[config.mk]
export PLATFORM = sky130hd
export DESIGN_NAME = hci_uart_frame_deframer
export DESIGN_NICKNAME = d
export VERILOG_FILES = /design/src/hdl/hcid_pkg.sv /design/src/hdl/hci_uart_frame_deframer.sv
export SDC_FILE = /design/constraint.sdc
export NUM_CORES = 1
export LEC_CHECK = 0
export BUFFER_PORTS_ARGS = -buffer_cell sky130_fd_sc_hd__buf_2
export CORE_MARGIN = 2
export CORE_UTILIZATION = 50
export CTS_CLUSTER_DIAMETER = 30
export CTS_CLUSTER_SIZE = 40
export DETAILED_ROUTE_END_ITERATION = 6
export PLACE_DENSITY_LB_ADDON = 0.1
export SYNTH_ARGS = -nofsm -noshare
export SYNTH_HDL_FRONTEND = slang
export SYNTH_SLANG_ARGS = --single-unit
[constraint.sdc]
create_clock -name aclk -period 6.8 [get_ports aclk]
set_input_delay 0.34 -clock aclk [delete_from_list [all_inputs] [get_ports aclk]]
set_output_delay 0.34 -clock aclk [all_outputs]
set_load 0.005 [all_outputs]
[src/hdl/hcid_pkg.sv]
// Shared types and constants for the HCI serial frame deframer.
`default_nettype none

package hcid_pkg;

    // Receive phases, one per byte position in a frame
    typedef enum logic [2:0] {
        PH_HUNT,
        PH_TYPE_HI,
        PH_TYPE_LO,
        PH_LEN_HI,
        PH_LEN_LO,
        PH_CHECK,
        PH_PAYLOAD,
        PH_END
    } phase_t;

    // Result item kinds
    typedef enum logic [1:0] {
        KIND_PAYLOAD,
        KIND_ACCEPT,
        KIND_DROP,
        KIND_ACK
    } kind_t;

    // Configuration register indexes
    localparam logic [1:0] CFG_START_BYTE = 2'd0;
    localparam logic [1:0] CFG_END_BYTE   = 2'd1;
    localparam logic [1:0] CFG_ACK_TYPE   = 2'd2;

    // Register reset values
    localparam logic [7:0]  START_BYTE_RST = 8'h55;
    localparam logic [7:0]  END_BYTE_RST   = 8'hAA;
    localparam logic [15:0] ACK_TYPE_RST   = 16'h8000;

    // Payload bytes of an acknowledge frame that are kept
    localparam logic [1:0] ACK_IDX_TYPE_HI = 2'd0;
    localparam logic [1:0] ACK_IDX_TYPE_LO = 2'd1;
    localparam logic [1:0] ACK_IDX_STATUS  = 2'd2;
    localparam logic [1:0] ACK_IDX_REST    = 2'd3;

endpackage

`default_nettype wire

[src/hdl/hci_uart_frame_deframer.sv]
// Top level of the HCI serial frame deframer: byte FSM and result register.
//
// Usage: received serial bytes enter on the s_ channel (s_valid/s_ready,
// payload s_rx_byte), one item per byte. The block hunts for the start
// byte, then reads a big-endian type, a big-endian length, a check byte,
// the payload and an end byte. Results leave on the m_ channel
// (m_valid/m_ready): one item per payload byte of a non-acknowledge frame,
// and one final item per frame (accepted, dropped on a bad end byte, or
// acknowledge with its request type and status). Header bytes give none.
// A result is registered and shown in the cycle after its byte is accepted.
// Throughput: one byte per cycle while m_ready is high; the single result
// register sets that figure, and s_ready is high whenever that register is
// empty or being emptied in the same cycle.
// Receiver stall: a waiting result holds m_* stable and s_ready drops.
// Reset (aresetn low, synchronous): the block returns to hunting, the
// result register empties and the delimiter and acknowledge type
// registers return to 0x55, 0xAA and 0x8000.
// Configuration: cfg_wr_en writes cfg_wdata to register cfg_addr
// (0 start byte, 1 end byte, 2 acknowledge type) at once; write while idle.
`default_nettype none

module hci_uart_frame_deframer #(
    parameter int LENGTH_BITS = 16
) (
    input  wire logic        aclk,
    input  wire logic        aresetn,
    // configuration write port
    input  wire logic        cfg_wr_en,
    input  wire logic [1:0]  cfg_addr,
    input  wire logic [15:0] cfg_wdata,
    // received bytes
    input  wire logic        s_valid,
    output logic             s_ready,
    input  wire logic [7:0]  s_rx_byte,
    // result items
    output logic             m_valid,
    input  wire logic        m_ready,
    output logic [1:0]       m_kind,
    output logic [15:0]      m_frame_kind_code,
    output logic [7:0]       m_data_byte,
    output logic [15:0]      m_ack_request_type,
    output logic [7:0]       m_ack_status,
    output logic             m_check_ok,
    output logic             m_frame_end
);

    // configuration registers
    logic [7:0]  start_byte_reg;
    logic [7:0]  end_byte_reg;
    logic [15:0] ack_type_reg;

    // frame state
    hcid_pkg::phase_t       phase_reg, phase_next;
    logic [15:0]            frame_type_reg, frame_type_next;
    logic [7:0]             len_hi_reg, len_hi_next;
    logic [LENGTH_BITS-1:0] bytes_left_reg, bytes_left_next;
    logic [1:0]             idx_reg, idx_next;
    logic [7:0]             check_rx_reg, check_rx_next;
    logic [7:0]             check_run_reg, check_run_next;
    logic [15:0]            ack_cap_type_reg, ack_cap_type_next;
    logic [7:0]             ack_cap_status_reg, ack_cap_status_next;

    // result register
    logic                   out_valid_reg;
    hcid_pkg::kind_t        out_kind_reg;
    logic [15:0]            out_type_reg;
    logic [7:0]             out_data_reg;
    logic [15:0]            out_rq_reg;
    logic [7:0]             out_st_reg;
    logic                   out_ok_reg;
    logic                   out_fin_reg;

    // result of the byte being accepted
    logic                   res_valid;
    hcid_pkg::kind_t        res_kind;
    logic [7:0]             res_data;
    logic [15:0]            res_rq;
    logic [7:0]             res_st;
    logic                   res_ok;
    logic                   res_fin;

    logic                   in_fire;
    logic                   is_ack;
    logic [15:0]            len_full;

    assign s_ready  = !out_valid_reg || m_ready;
    assign in_fire  = s_valid && s_ready;
    assign is_ack   = (frame_type_reg == ack_type_reg);
    assign len_full = {len_hi_reg, s_rx_byte};

    // configuration writes
    always_ff @(posedge aclk) begin
        if (!aresetn) begin
            start_byte_reg <= hcid_pkg::START_BYTE_RST;
            end_byte_reg   <= hcid_pkg::END_BYTE_RST;
            ack_type_reg   <= hcid_pkg::ACK_TYPE_RST;
        end else if (cfg_wr_en) begin
            unique case (cfg_addr)
                hcid_pkg::CFG_START_BYTE: start_byte_reg <= cfg_wdata[7:0];
                hcid_pkg::CFG_END_BYTE:   end_byte_reg   <= cfg_wdata[7:0];
                hcid_pkg::CFG_ACK_TYPE:   ack_type_reg   <= cfg_wdata;
                default: ;
            endcase
        end
    end

    // next phase
    always_comb begin
        phase_next = phase_reg;
        if (in_fire) begin
            unique case (phase_reg)
                hcid_pkg::PH_HUNT:
                    if (s_rx_byte == start_byte_reg) phase_next = hcid_pkg::PH_TYPE_HI;
                hcid_pkg::PH_TYPE_HI: phase_next = hcid_pkg::PH_TYPE_LO;
                hcid_pkg::PH_TYPE_LO: phase_next = hcid_pkg::PH_LEN_HI;
                hcid_pkg::PH_LEN_HI:  phase_next = hcid_pkg::PH_LEN_LO;
                hcid_pkg::PH_LEN_LO:  phase_next = hcid_pkg::PH_CHECK;
                hcid_pkg::PH_CHECK:
                    phase_next = (bytes_left_reg == '0) ? hcid_pkg::PH_END
                                                        : hcid_pkg::PH_PAYLOAD;
                hcid_pkg::PH_PAYLOAD:
                    if (bytes_left_reg == LENGTH_BITS'(1)) phase_next = hcid_pkg::PH_END;
                hcid_pkg::PH_END:     phase_next = hcid_pkg::PH_HUNT;
                default:              phase_next = hcid_pkg::PH_HUNT;
            endcase
        end
    end

    // frame fields, check and result per phase
    always_comb begin
        frame_type_next     = frame_type_reg;
        len_hi_next         = len_hi_reg;
        bytes_left_next     = bytes_left_reg;
        idx_next            = idx_reg;
        check_rx_next       = check_rx_reg;
        check_run_next      = check_run_reg;
        ack_cap_type_next   = ack_cap_type_reg;
        ack_cap_status_next = ack_cap_status_reg;
        res_valid           = 1'b0;
        res_kind            = hcid_pkg::KIND_PAYLOAD;
        res_data            = '0;
        res_rq              = '0;
        res_st              = '0;
        res_ok              = 1'b0;
        res_fin             = 1'b0;
        if (in_fire) begin
            unique case (phase_reg)
                hcid_pkg::PH_HUNT:
                    if (s_rx_byte == start_byte_reg) begin
                        frame_type_next     = '0;
                        len_hi_next         = '0;
                        bytes_left_next     = '0;
                        idx_next            = hcid_pkg::ACK_IDX_TYPE_HI;
                        check_rx_next       = '0;
                        check_run_next      = '0;
                        ack_cap_type_next   = '0;
                        ack_cap_status_next = '0;
                    end
                hcid_pkg::PH_TYPE_HI: begin
                    frame_type_next = {s_rx_byte, 8'h00};
                    check_run_next  = check_run_reg ^ s_rx_byte;
                end
                hcid_pkg::PH_TYPE_LO: begin
                    frame_type_next = {frame_type_reg[15:8], s_rx_byte};
                    check_run_next  = check_run_reg ^ s_rx_byte;
                end
                hcid_pkg::PH_LEN_HI: begin
                    len_hi_next    = s_rx_byte;
                    check_run_next = check_run_reg ^ s_rx_byte;
                end
                hcid_pkg::PH_LEN_LO: begin
                    // length bits above the counter width are dropped
                    bytes_left_next = len_full[LENGTH_BITS-1:0];
                    check_run_next  = check_run_reg ^ s_rx_byte;
                end
                hcid_pkg::PH_CHECK:
                    check_rx_next = s_rx_byte;
                hcid_pkg::PH_PAYLOAD: begin
                    check_run_next  = check_run_reg ^ s_rx_byte;
                    bytes_left_next = bytes_left_reg - LENGTH_BITS'(1);
                    case (idx_reg)
                        hcid_pkg::ACK_IDX_TYPE_HI:
                            ack_cap_type_next = {s_rx_byte, ack_cap_type_reg[7:0]};
                        hcid_pkg::ACK_IDX_TYPE_LO:
                            ack_cap_type_next = {ack_cap_type_reg[15:8], s_rx_byte};
                        hcid_pkg::ACK_IDX_STATUS:
                            ack_cap_status_next = s_rx_byte;
                        default: ;
                    endcase
                    // byte index saturates once the kept bytes are past
                    if (idx_reg != hcid_pkg::ACK_IDX_REST) idx_next = idx_reg + 2'd1;
                    if (!is_ack) begin
                        res_valid = 1'b1;
                        res_kind  = hcid_pkg::KIND_PAYLOAD;
                        res_data  = s_rx_byte;
                    end
                end
                hcid_pkg::PH_END: begin
                    res_valid = 1'b1;
                    res_ok    = (check_run_reg == check_rx_reg);
                    res_fin   = 1'b1;
                    if (s_rx_byte != end_byte_reg) begin
                        res_kind = hcid_pkg::KIND_DROP;
                    end else if (is_ack) begin
                        res_kind = hcid_pkg::KIND_ACK;
                        res_rq   = ack_cap_type_reg;
                        res_st   = ack_cap_status_reg;
                    end else begin
                        res_kind = hcid_pkg::KIND_ACCEPT;
                    end
                end
                default: ;
            endcase
        end
    end

    // frame state registers
    always_ff @(posedge aclk) begin
        if (!aresetn) begin
            phase_reg <= hcid_pkg::PH_HUNT;
        end else begin
            phase_reg <= phase_next;
        end
        frame_type_reg     <= frame_type_next;
        len_hi_reg         <= len_hi_next;
        bytes_left_reg     <= bytes_left_next;
        idx_reg            <= idx_next;
        check_rx_reg       <= check_rx_next;
        check_run_reg      <= check_run_next;
        ack_cap_type_reg   <= ack_cap_type_next;
        ack_cap_status_reg <= ack_cap_status_next;
    end

    // result register: loads on a new result, empties when taken
    always_ff @(posedge aclk) begin
        if (!aresetn) begin
            out_valid_reg <= 1'b0;
        end else if (in_fire && res_valid) begin
            out_valid_reg <= 1'b1;
        end else if (m_ready) begin
            out_valid_reg <= 1'b0;
        end
        if (in_fire && res_valid) begin
            out_kind_reg <= res_kind;
            out_type_reg <= frame_type_reg;
            out_data_reg <= res_data;
            out_rq_reg   <= res_rq;
            out_st_reg   <= res_st;
            out_ok_reg   <= res_ok;
            out_fin_reg  <= res_fin;
        end
    end

    assign m_valid            = out_valid_reg;
    assign m_kind             = out_kind_reg;
    assign m_frame_kind_code  = out_type_reg;
    assign m_data_byte        = out_data_reg;
    assign m_ack_request_type = out_rq_reg;
    assign m_ack_status       = out_st_reg;
    assign m_check_ok         = out_ok_reg;
    assign m_frame_end        = out_fin_reg;

endmodule

`default_nettype wire

---- Word level (Yosys, flattened, before mapping) ----
Index checks and enable logic that the tools add are counted.
cells by class
  bitwise gates (word level) .............. 6
  reductions and logical operators ........ 35
  eq/ne operators ......................... 25
  mux-type cells .......................... 26
  add/subtract/negate cells ............... 2
operator list
  operator                                                               number
  16-bit case mux with 3 select lines                                    2
  16-bit case mux with 2 select lines                                    2
  8-bit case mux with 2 select lines                                     4
  3-bit case mux with 8 select lines                                     1
  3-bit AND reduction                                                    6
  16-bit by 1-bit == test with 1-bit output (second input constant)      1
  16-bit == test                                                         1
  8-bit == test                                                          2
  16-bit logical NOT                                                     1
  16-bit two-way mux                                                     1
  8-bit two-way mux                                                      2
  16-bit by 1-bit subtractor with 16-bit output (second input constant)  1
  3-bit == test (second input constant)                                  4
  2-bit != test (second input constant)                                  6
  4-bit AND reduction                                                    3
  2-bit nonzero test                                                     6
  5-bit AND reduction                                                    2
  2-bit two-way mux                                                      4
  8-bit != test                                                          1
  2-bit AND reduction                                                    4
  8-bit bitwise XOR                                                      1
  3-bit by 2-bit == test with 1-bit output (second input constant)       2
  1-bit two-way mux                                                      6
  3-bit two-way mux                                                      2
  other kinds (17)                                                       29
storage, ports and cells
  logic and storage cells ................. 117
  input bits .............................. 31
  output and inout bits ................... 54
  bits in registers ....................... 170

---- Logic depth before layout (Yosys ltp) ----
  depth after elaboration ................. 6
  gate-level depth with buffers ........... 7
  mapped depth without buffers ............ 6

---- Least setup slack after synthesis ----
Ideal clock, no wire load.
  path type ............................... input -> register
  start point ............................. input port s_rx_byte[2]
  end point ............................... register bytes_left_reg[0], enable pin
  path buffers ............................ 2
  cell stages on the path ................. 6
  library setup time ...................... 0.430 ns
  data arrival time ....................... 2.856 ns
  data required time ...................... 6.370 ns
  slack ................................... 3.514 ns
  cells stage by stage .................... clkbuf_1 -> xor2_1 -> nor4_1 -> a21oi_1 -> clkbuf_1 -> nor4_1
on the way
  word-level cells in the longest chain between the ends .. 3
RTL lines
  what                           RTL line                        RTL
  from (decl)                    hci_uart_frame_deframer.sv:34   input wire logic [7:0] s_rx_byte,
  8-bit == test                  hci_uart_frame_deframer.sv:149  if (s_rx_byte == start_byte_reg) begin
  2-bit != test (no line)        --
  3-bit AND reduction (no line)  --
  to (signal assigned)           hci_uart_frame_deframer.sv:226  bytes_left_reg <= bytes_left_next;
  to (decl)                      hci_uart_frame_deframer.sv:56   logic [LENGTH_BITS-1:0] bytes_left_reg, bytes_left_next;
No other way between the ends.
A chain may end at the register's enable or synchronous reset.

---- Final worst setup path ----
  start point ............................. register phase_reg[2]
  end point ............................... register ack_cap_status_reg[0], enable pin
on the way
  word-level cells in the longest chain between the ends .. 3
  elaborated cells on any way between the ends .. 6
  those cells by class .................... eq/ne (3); reduce/logical (3)
RTL lines
  what                                                                              RTL line                        RTL
  from (decl)                                                                       hci_uart_frame_deframer.sv:53   hcid_pkg::phase_t phase_reg, phase_next;
  from (signal assigned)                                                            hci_uart_frame_deframer.sv:220  phase_reg <= hcid_pkg::PH_HUNT;
  from (signal assigned)                                                            hci_uart_frame_deframer.sv:222  phase_reg <= phase_next;
  3-bit == test or 3-bit logical NOT (tied branches)                                hci_uart_frame_deframer.sv:147  unique case (phase_reg)
  2-bit by 1-bit != test with 1-bit output (no line), or another cell as far along  --
  4-bit AND reduction (no line) (*)                                                 --
  to (signal assigned)                                                              hci_uart_frame_deframer.sv:231  ack_cap_status_reg <= ack_cap_status_next;
  to (decl)                                                                         hci_uart_frame_deframer.sv:61   logic [7:0] ack_cap_status_reg, ack_cap_status_next;
Mark *: on every way between the ends. The rest lies on a longest branch, timed or not.

==> summary.md <==
| Metric | Value |
|---|---|
| R2R Setup Slk | 3.80 ns |
| Die width | 125 µm |
| Final core utilization | 59.1% |
| Initial Utilization | 50.9% |
| Mapped Area | 7360 µm² |
| TritonCTS buffer count | 17 |
| Via count | 4734 |
| GR Util met1 | 27.9% |
| Setup repair after global routing missed its margin | false |
| H-Tree Depth | 4 |
| Status | finished, final reports clean |
| CP endpoint kind | register |
| Die area | 15700 µm² |
| CP Data Arrival Time | 3.05 ns |
| Seq cells post-synth | 170 |
| First-pass GRT wire length | 25700 µm |
| Fin crit period | 3.00 ns |
| Syn_nets | 652 |
| Clock tree buffer depth | 2 |
| CTS sink cnt | 170 |
| Tot Pwr | 2.20 mW |
| Leakage Power | 3.38 nW |
| Area Overhead vs Synth | 16.3% |
| Nets@finish | 726 |
| Routing usage on met3 | 5.73% |
| Synth async-reset ratio | 0% |
| WHS Path Cells | 3 |
| Vias per cell | 5.34 |
| CTS resizes | 0 |
| Cells after DPL | 854 |
| Total wire length | 15900 µm |
| R2R cell count | 4 |
| Kind of critical path | reg2reg |
| Hold Buf Count CTS | 0 |
| Post-Layout Cell Count | 886 |
| Distinct cells, synth | 46 |
| Filler cell count | 1180 |
| Core area | 14500 µm² |
| Overall Global Routing Usage | 21.3% |
| DRC | 0 |
| Endpoints failing setup | 0 |
| Worst R2R End | ack_cap_status_reg[0] |
| ANT nets after route | 0 |
| Max VDD drop | 229 µV |
| WL/cell | 17.9 µm |
| Die Ht | 125 µm |
| Hold EP | ack_type_reg[14] |
| Max Fclk | 334 MHz |
| Worst clock skew | 0.0129 ns |
| Yosys synthesis warning count | 0 |
| Primary FF master, synth | edfxtp_1 |
| Post-synth EDFFs | 134 |
| DP Worst Slack | 3.78 ns |
| Largest net degree at the start of global routing | 47 |
| Detailed Place HPWL | 11100 µm |
| Final RePlAce weighted congestion | 0.829 |
| Mapped Cells | 615 |
| Final WS setup | 3.80 ns |
| Initial antenna violation count | 0 |
| Iter 0 DRT Violations | 330 |
| Critical path startpoint category | register |
| Max-Cap Viols | 0 |
| Met2 Usage GRT | 35.0% |
| I/O Pins | 85 |
| Final period util | 44.1% |
| Cell Pwr Density | 257 nW/µm² |
| Final slew viol count | 0 |
| Setup TNS | 0 ns |
| Root buf cell | clkbuf_16 |
| Post-CTS setup buffers | 0 |
| Slew HR | 25.9% |
| Vias in the first global route | 4780 |
| Min-delay src | cfg_wdata[14] |
| Least-Margin Pin Slew | 1.10 ns |
| Rows | 44 |
| Reg clk slew, reported paths | 0.07 ns |
| # port buffers | 84 |
| Mean Syn Cell Area | 12.0 µm² |
| Critical R2R Launch | phase_reg[2] |
| Worst hold path type | in2reg |
| Overflow after GRT | 0 |
| Final hold violation count | 0 |
| Ant diodes | 0 |
| DR pass1 iterations | 5 |
| Clk_lat worst skew | 0.44 ns |
| GRT busiest layer | met2 |
| Worst-path fanout max | 18 |
| Sequential fraction of the synthesis area | 64.4% |
| CTS tree | yes |
| Worst Path Required | 6.85 ns |
| Share of layout cells above drive strength 1 | 18.7% |
worst max-delay path, cell delays in order (launching register included):
cell	delay, ns
dfxtp_1	0.58
nor2b_1	0.48
and2_1	0.56
a21oi_1	0.14
nor3_1	0.86
per-layer routing:
metal / part of all wire [%] / routed length (µm)
met5: 0 / 0
met1: 44 / 7020
met2: 50 / 7870
met4: 1.6 / 249
met3: 4.7 / 745
area by class of cell:
| cell class | instances | area (µm²) | area share, % |
|---|---|---|---|
| Multi-Input combinational cell | 368 | 2330 | 27.2 |
| Tap cell | 184 | 230 | 2.69 |
| Sequential cell | 170 | 4740 | 55.4 |
| Inverter | 39 | 146 | 1.71 |
| Clock buffer | 18 | 429 | 5.01 |
| Clock inverter | 14 | 193 | 2.25 |
| Timing Repair Buffer | 93 | 488 | 5.70 |
worst max-delay path by stage:
stage / start / end / slack (ns) / cells past startpoint
3_5_place_dp: m_ready / m_ack_request_type[7] / 3.78 / 7
4_1_cts: phase_reg[2] / m_frame_kind_code[11] / 3.84 / 4
6_report: phase_reg[2] / ack_cap_status_reg[0] / 3.80 / 4
3_3_place_gp: m_ready / m_ack_request_type[7] / 3.93 / 7
2_1_floorplan: s_rx_byte[2] / bytes_left_reg[0] / 3.51 / 6
5_1_grt: phase_reg[2] / ack_cap_status_reg[4] / 3.58 / 4
synth_stat cells, drive strengths merged, types with 6 or more instances:
library cell	count	area share, %
a21oi	22	1.5
a211oi	7	0.78
nor2	51	2.6
and2	28	2.4
dfxtp	36	9.8
o21ai	7	0.48
nor4	14	1.4
mux2i	17	2.3
buf	7	0.51
nor3	35	2.4
ha	6	1.0
and4	9	1.1
inv	37	1.9
edfxtp	134	55
nand2	55	2.8
and3	11	0.93
xnor2	20	2.4
xor2	41	4.9
clkbuf	31	1.6
nand4	6	0.51
kinds of logic after synthesis:
logic type / synth area share (%)
XOR/XNOR: 7.25
adder cells (fa/ha/maj): 1.02
AO/OA/AOI/OAI: 4.40
AND/OR/NAND/NOR: 16.5
buffers and inverters: 4.08
flip-flops: 64.4
multiplexers: 2.31
per-stage QoR:
step	hold slack [ns]	cell area (µm²)
4_1_cts	0.129	8560
2_1_floorplan	0.447	7360
3_5_place_dp	0.461	7940
5_1_grt	0.132	8560
3_3_place_gp	0.459	7940
6_report	0.140	8560
where the power goes:
part,leakage (nW),switching [mW],internal (mW)
Combinational,1.45,0.0401,0.0229
Clock,0.304,0.406,0.617
Sequential,1.63,0.00564,1.11
Total,3.38,0.452,1.75
layout by cell type (no fill, tap or decap), drive strengths merged, types with 2 or more instances in the layout:
master  Yosys  final
o21ai       7      7
and3       11     11
nor4       14     14
nor3b       4      4
clkbuf     31     18
nand3       4      4
a21oi      22     22
or4         3      3
buf         7     93
nand2      55     55
nand3b      2      2
nor3       35     35
and2       28     28
dfxtp      36     36
nor2b       3      3
clkinv      2      7
o31ai       2      2
ha          6      6
nor2       51     51
nand4       6      6
a211oi      7      7
and4        9      9
or3         2      2
xnor2      20     20
bufinv      0      4
mux2i      17     17
edfxtp    134    134
inv        37     41
nand2b      3      3
xor2       41     41
a311oi      3      3
a31oi       3      3
Note: power is estimated with default switching activity, not from simulation.
